[config.mk]
export PLATFORM = sky130hd
export DESIGN_NAME = button_debounce_long_press
export DESIGN_NICKNAME = d
export VERILOG_FILES = /design/src/bdlp_pkg.sv /design/src/button_debounce_long_press.sv /design/src/bdlp_cfg_regs.sv
export SDC_FILE = /design/constraint.sdc
export NUM_CORES = 1
export LEC_CHECK = 0
export BUFFER_PORTS_ARGS = -buffer_cell sky130_fd_sc_hd__buf_2
export CORE_ASPECT_RATIO = 1.2
export CORE_UTILIZATION = 53
export DETAILED_ROUTE_END_ITERATION = 10
export GPL_ROUTABILITY_DRIVEN = 0
export PLACE_DENSITY = 0.76
export SLEW_MARGIN = 25
export SYNTH_ARGS = -nofsm -noshare
export SYNTH_HDL_FRONTEND = slang
export SYNTH_SLANG_ARGS = --single-unit
[constraint.sdc]
create_clock -name aclk -period 2.83 [get_ports aclk]
set_clock_uncertainty 0.1 [all_clocks]
set_input_delay 0.4245 -clock aclk [delete_from_list [all_inputs] [get_ports aclk]]
set_output_delay 0.4245 -clock aclk [all_outputs]
set_load 0.01 [all_outputs]
[src/bdlp_pkg.sv]
// Shared types and constants for the key debouncer with long-press detection.
`timescale 1ns / 1ps
`default_nettype none

package bdlp_pkg;

    localparam int COUNT_WIDTH = 16;
    localparam int DEB_WIDTH   = 16;
    localparam int LONG_WIDTH  = 16;
    localparam int KEY_WIDTH   = 10;
    localparam int CFG_IDX_WIDTH  = 2;
    localparam int CFG_DATA_WIDTH = 16;
    localparam int CMP_WIDTH = (COUNT_WIDTH > LONG_WIDTH) ? COUNT_WIDTH : LONG_WIDTH;

    localparam logic [CFG_IDX_WIDTH-1:0] CFG_DEBOUNCE_TICKS   = 2'd0;
    localparam logic [CFG_IDX_WIDTH-1:0] CFG_LONG_PRESS_TICKS = 2'd1;
    localparam logic [CFG_IDX_WIDTH-1:0] CFG_KEY_ID           = 2'd2;

    localparam logic [DEB_WIDTH-1:0]  DEBOUNCE_RESET = 16'd20;
    localparam logic [LONG_WIDTH-1:0] LONG_RESET     = 16'd500;
    localparam logic [KEY_WIDTH-1:0]  KEY_RESET      = 10'd0;

    typedef struct packed {
        logic [DEB_WIDTH-1:0]  debounce_ticks;
        logic [LONG_WIDTH-1:0] long_press_ticks;
        logic [KEY_WIDTH-1:0]  key_id;
    } cfg_t;

endpackage

`default_nettype wire

[src/button_debounce_long_press.sv]
// Top level of the single-key debouncer with long-press detection.
//
// Usage:
//   Feed one transaction per millisecond tick on the s_ channel; s_tdata[0]
//   is the raw key level (0 pressed, 1 released). Any level change reloads
//   the debounce countdown; when it runs out the level is sampled. A sampled
//   press clears the elapsed counter, a sampled release emits one event on
//   the m_ channel with the key id and a quick/long flag.
//   Configuration writes on the cfg_ channel are always taken (cfg_ready is
//   tied high): index 0 debounce ticks, 1 long-press ticks, 2 key id; other
//   indexes are ignored. Write only while the block is idle.
// Timing and throughput:
//   The state update is done in the cycle a tick is accepted; an event shows
//   on m_tvalid in the next cycle. One tick per cycle is taken while the
//   output register is empty or being drained.
// Reset:
//   aresetn low clears the level to released, the countdown to idle and the
//   elapsed counter to saturated, and restores the register defaults.
// Stall:
//   While m_tready is low with an event pending, s_tready drops and the event
//   holds until taken.
`timescale 1ns / 1ps
`default_nettype none

module button_debounce_long_press (
    input  wire logic                                aclk,
    input  wire logic                                aresetn,
    input  wire logic                                s_tvalid,
    output logic                                     s_tready,
    input  wire logic [7:0]                          s_tdata,   // [0] raw_level
    output logic                                     m_tvalid,
    input  wire logic                                m_tready,
    output logic [15:0]                              m_tdata,   // [9:0] event_key, [10] is_long_press
    input  wire logic                                cfg_valid,
    output logic                                     cfg_ready,
    input  wire logic [bdlp_pkg::CFG_IDX_WIDTH-1:0]  cfg_index,
    input  wire logic [bdlp_pkg::CFG_DATA_WIDTH-1:0] cfg_data
);

    localparam int CW = bdlp_pkg::COUNT_WIDTH;
    localparam int DW = bdlp_pkg::DEB_WIDTH;
    localparam int KW = bdlp_pkg::KEY_WIDTH;
    localparam int MW = bdlp_pkg::CMP_WIDTH;
    localparam logic [CW-1:0] ELAPSED_MAX = {CW{1'b1}};

    bdlp_pkg::cfg_t cfg;

    logic          level_reg,    level_next;
    logic [DW-1:0] deb_left_reg, deb_left_next;
    logic [CW-1:0] elapsed_reg,  elapsed_next;
    logic          out_valid_reg, out_valid_next;
    logic [KW-1:0] out_key_reg,  out_key_next;
    logic          out_long_reg, out_long_next;

    logic          level_in;
    logic          accept;
    logic [CW-1:0] elapsed_inc;
    logic [DW-1:0] deb_dec;
    logic          emit;
    logic          is_long;

    bdlp_cfg_regs u_cfg (
        .aclk      (aclk),
        .aresetn   (aresetn),
        .cfg_valid (cfg_valid),
        .cfg_ready (cfg_ready),
        .cfg_index (cfg_index),
        .cfg_data  (cfg_data),
        .cfg       (cfg)
    );

    assign s_tready = !out_valid_reg || m_tready;
    assign accept   = s_tvalid && s_tready;
    assign level_in = s_tdata[0];

    assign m_tvalid = out_valid_reg;
    assign m_tdata  = {5'd0, out_long_reg, out_key_reg};

    always_comb begin
        elapsed_inc = (elapsed_reg == ELAPSED_MAX) ? elapsed_reg : elapsed_reg + 1'b1;
        deb_dec     = deb_left_reg - 1'b1;
        is_long     = (MW'(elapsed_inc) >= MW'(cfg.long_press_ticks))
                      || (elapsed_inc == ELAPSED_MAX);

        level_next     = level_reg;
        deb_left_next  = deb_left_reg;
        elapsed_next   = elapsed_reg;
        emit           = 1'b0;

        if (accept) begin
            elapsed_next = elapsed_inc;
            if (level_in != level_reg) begin
                level_next    = level_in;
                deb_left_next = (cfg.debounce_ticks == '0) ? DW'(1) : cfg.debounce_ticks;
            end else if (deb_left_reg != '0) begin
                deb_left_next = deb_dec;
                if (deb_dec == '0) begin
                    if (!level_in) begin
                        elapsed_next = '0;
                    end else begin
                        emit = 1'b1;
                    end
                end
            end
        end

        out_valid_next = out_valid_reg;
        out_key_next   = out_key_reg;
        out_long_next  = out_long_reg;
        if (m_tready) begin
            out_valid_next = 1'b0;
        end
        if (emit) begin
            out_valid_next = 1'b1;
            out_key_next   = cfg.key_id;
            out_long_next  = is_long;
        end
    end

    always_ff @(posedge aclk) begin
        if (!aresetn) begin
            level_reg     <= 1'b1;
            deb_left_reg  <= '0;
            elapsed_reg   <= ELAPSED_MAX;
            out_valid_reg <= 1'b0;
        end else begin
            level_reg     <= level_next;
            deb_left_reg  <= deb_left_next;
            elapsed_reg   <= elapsed_next;
            out_valid_reg <= out_valid_next;
        end
    end

    always_ff @(posedge aclk) begin
        out_key_reg  <= out_key_next;
        out_long_reg <= out_long_next;
    end

endmodule

`default_nettype wire

[src/bdlp_cfg_regs.sv]
// Configuration register file for the key debouncer.
`timescale 1ns / 1ps
`default_nettype none

module bdlp_cfg_regs (
    input  wire logic                                aclk,
    input  wire logic                                aresetn,
    input  wire logic                                cfg_valid,
    output logic                                     cfg_ready,
    input  wire logic [bdlp_pkg::CFG_IDX_WIDTH-1:0]  cfg_index,
    input  wire logic [bdlp_pkg::CFG_DATA_WIDTH-1:0] cfg_data,
    output bdlp_pkg::cfg_t                           cfg
);

    bdlp_pkg::cfg_t cfg_reg;
    bdlp_pkg::cfg_t cfg_next;

    assign cfg_ready = 1'b1;
    assign cfg = cfg_reg;

    always_comb begin
        cfg_next = cfg_reg;
        if (cfg_valid) begin
            case (cfg_index)
                bdlp_pkg::CFG_DEBOUNCE_TICKS: begin
                    cfg_next.debounce_ticks = cfg_data[bdlp_pkg::DEB_WIDTH-1:0];
                end
                bdlp_pkg::CFG_LONG_PRESS_TICKS: begin
                    cfg_next.long_press_ticks = cfg_data[bdlp_pkg::LONG_WIDTH-1:0];
                end
                bdlp_pkg::CFG_KEY_ID: begin
                    cfg_next.key_id = cfg_data[bdlp_pkg::KEY_WIDTH-1:0];
                end
                default: begin
                    cfg_next = cfg_reg;
                end
            endcase
        end
    end

    always_ff @(posedge aclk) begin
        if (!aresetn) begin
            cfg_reg.debounce_ticks   <= bdlp_pkg::DEBOUNCE_RESET;
            cfg_reg.long_press_ticks <= bdlp_pkg::LONG_RESET;
            cfg_reg.key_id           <= bdlp_pkg::KEY_RESET;
        end else begin
            cfg_reg <= cfg_next;
        end
    end

endmodule

`default_nettype wire

==> flow_summary_export.csv <==
group,metric,value,unit
cells_and_area,regArea,1870,sq um
drt,drt-total-wl,12.5,mm
clock_network,cts_root_buffer,"clkbuf_8",
clock_network,cts_buffers,9,
drt,dr.pass1.iters,5,
critical_path,cpMostUsedCell,"a21o_1",
critical_path,path_class,"reg2reg",
place,dpl_cell_area,5230,sq um
die,num_rows,37,
critical_path,crit_family,"compound AO/OA/AOI/OAI gates",
critical_path,startpoint_type,"flop",
global_routing,antenna_found_initial,0,
cells_and_area,post-route-cell-area,5690,sq um
global_routing,gr-total-overflow,0,
critical_path,worst-endpoint-required,2.84,ns
drt,first_iter_violations,254,
logic_synthesis,synthCells,574,
sta,finalHoldViolations,0,
sta,fmax,0.355,GHz
power,clkPwrFrac,26.3,%
drt,via_count,4411,
cells_and_area,multi_input_area,2790,sq um
clock_network,postCtsHoldBufs,0,
logic_synthesis,ys_seq_elements,87,
critical_path,cp-end-kind,"flop",
clock_network,htree_num_levels,3,
sta,max_slew_margin,50.1,%
drt,drc,0,
cells_and_area,fillCellCount,734,
logic_synthesis,synth_edf_count,11,
die,die_height,107,microns
power,switchingPower,1200,uW
status,outcome,"completed",
power,power_density,606,nW/um^2
logic_synthesis,synthFlopType,"dfxtp_1",
clock_network,clk_latency,0.36,ns
die,die_w,89.1,microns
cells_and_area,largest_register_ffs,42,
global_routing,grt_pass1_vias,4174,
die,pin_count,50,
place,dpl.hpwl,8.60,mm
sta,drv_slew,0,
place,portBuffers,36,
power,swShare,34.7,%
clock_network,clk_pin_slew,0.09,ns
clock_network,clockBufferDepth,2,
drt,antenna_left,0,
global_routing,grt_max_degree,34,
cells_and_area,n_antenna_cell,0,
critical_path,crit_path_cell_trace,"ha_4 > and4_4 > nand4_1 > buf_6 > mux2_2 > ha_1 > a21o_1 > a21o_1 > a21oi_2 > o21ai_1 > a21oi_1 > o41ai_2",
sta,rsz0062_at_grt,"yes",
power,seqPwrFrac,41.0,%
cells_and_area,layout.nets,688,
sta,min_period,2.81,ns
die,core,8700,sq um
drt,via_per_inst,5.81,
logic_synthesis,yosys.cell_types.count,65,
power,p_comb_share,32.7,%
logic_synthesis,syn_area_per_cell,8.41,sq um
min_path,hold_class,"in2reg",
drt,wl_per_cell,16.4,microns
job,max_cap_viol_count,0,
global_routing,grt_pass1_wl,19.3,mm
cells_and_area,post_route_cells_drive_above_1_share,23.7,%
sta,tightestPinTransition,0.748,ns
sta,period_share,99.5,%
logic_synthesis,synth_area,4830,sq um
logic_synthesis,yosys_warnings,0,
sta,finalSetupViolCount,0,
logic_synthesis,async_flop_share,0,%
critical_path,arrival,2.82,ns
cells_and_area,fin_util,65.3,%
power,p_int,2250,uW
critical_path,cp_max_fo,5,
die,die-area,9500,sq um
power,ir_drop,0.000442,V
logic_synthesis,ys_seq_area_share,38.4,%
clock_network,cts_tree,"done",
die,initial_core_util,55.5,%
critical_path,timing.critical_path.buf_inv,1,
cells_and_area,areaGrowthSynthToFinish,17.8,%
critical_path,slowest_delay,0.36,ns
clock_network,cts.sinks,87,
global_routing,grtUsageTotal,26.2,%
power,p_leak,0.00241,uW
critical_path,slowest_stage,"dfxtp_2",
worst reg2reg max path: stages, from the launching register on:
cell and delay, ns:
dfxtp_2 0.36, ha_4 0.16, and4_4 0.25, nand4_1 0.09, buf_6 0.15, mux2_2 0.29
ha_1 0.28, a21o_1 0.15, a21o_1 0.19, a21oi_2 0.14, o21ai_1 0.08, a21oi_1 0.20
o41ai_2 0.11
what timing repair did:
action,4_1_cts,5_1_grt
gates resized for setup,3,31
endpoints found under the setup margin,1,17
buffers inserted,1,13
pin swaps,1,9
Yosys cell counts, types with 9 or more instances:
master,instances,area [sq um]
a21oi_1,24,120
nor3_1,11,55.1
nand3_2,9,90.1
nor2_1,26,97.6
o21ai_0,25,125
inv_1,24,90.1
dfxtp_1,76,1520
nor2b_1,15,93.8
clkbuf_1,21,78.8
nand4_1,10,62.6
o211ai_1,11,82.6
nand2_1,101,379
ha_1,20,250
nand3_1,34,170
edfxtp_1,11,330
a21boi_0,28,210
mux2i_1,10,100
path summary, 6_finish.rpt:
kind                                     from                    endpoint  slack (ns)  cells after the start
hold reg to reg     u_cfg.cfg[5]$_SDFFE_PN0P_    out_key_reg[5]$_DFFE_PP_        0.34                      0
setup reg to reg  elapsed_reg[1]$_SDFFE_PN1P_      out_long_reg$_DFFE_PP_        0.02                     12
hold / removal                   cfg_data[14]  u_cfg.cfg[40]$_SDFFE_PN0P_        0.22                      3
setup / recovery  elapsed_reg[1]$_SDFFE_PN1P_      out_long_reg$_DFFE_PP_        0.02                     12
metrics by stage:
| stage | setup slack (ns) | power, uW | hold WS, ns | instances | TNS (ns) |
|---|---|---|---|---|---|
| final | 0.0154 | 3440 | 0.222 | 759 | 0 |
| after CTS | 0.00291 | 3330 | 0.217 | 746 | 0 |
| after detailed placement | -0.0690 | 2420 | 0.317 | 729 | -0.0690 |
| after floorplan | 0.00473 | 2140 | 0.308 | 578 | 0 |
| after global placement | 0.0238 | 2390 | 0.312 | 729 | 0 |
| after global routing | -0.113 | 3620 | 0.227 | 759 | -0.141 |
per-layer routing:
layer	GRT usage, %	vias up	share of wire, %
met2	43.8	139	50
met1	31.7	2090	41
met3	4.58	41	4.8
li1	-	2141	-
met5	0	-	0
met4	13.7	0	4.1
cell usage in the layout (no fill, tap or decap), drive strengths merged, types with 12 or more instances in the layout:
cell type	netlist	final
o21ai	27	27
ha	20	20
a21oi	24	24
nor2	26	26
nor2b	15	15
nand3	43	43
dfxtp	76	76
nor3	12	12
buf	16	86
inv	24	27
nand2	101	101
a21boi	28	28
power groups by stage:
| stage | combinational (uW) | sequential, uW | clock [uW] |
|---|---|---|---|
| 6_report | 1130 | 1410 | 906 |
| 5_1_grt | 1230 | 1420 | 962 |
| 3_5_place_dp | 992 | 1430 | 0 |
| 4_1_cts | 1010 | 1400 | 914 |
| 2_1_floorplan | 724 | 1410 | 0 |
| 3_3_place_gp | 957 | 1430 | 0 |
area by class of cell:
type                            count  share of cell area (%)
Multi-Input combinational cell    429                    49.0
Sequential cell                    87                    32.9
Timing Repair Buffer               86                    10.3
Tap cell                          117                    2.57
Clock buffer                       10                    2.24
Inverter                           24                    1.58
Clock inverter                      6                    1.34
cell families (layout without fill, tap and decap cells):
logic type | Yosys count | count (layout) | synth area share (%)
AO/OA/AOI/OAI | 126 | 126 | 17.6
XOR/XNOR | 13 | 13 | 2.36
AND/OR/NAND/NOR | 252 | 252 | 27.2
buffers and inverters | 62 | 126 | 6.58
flip-flops | 87 | 87 | 38.4
other | 2 | 6 | 0.156
adder cells (fa/ha/maj) | 20 | 20 | 5.18
multiplexers | 12 | 12 | 2.54
No activity file was read; power rests on OpenSTA's default activity.
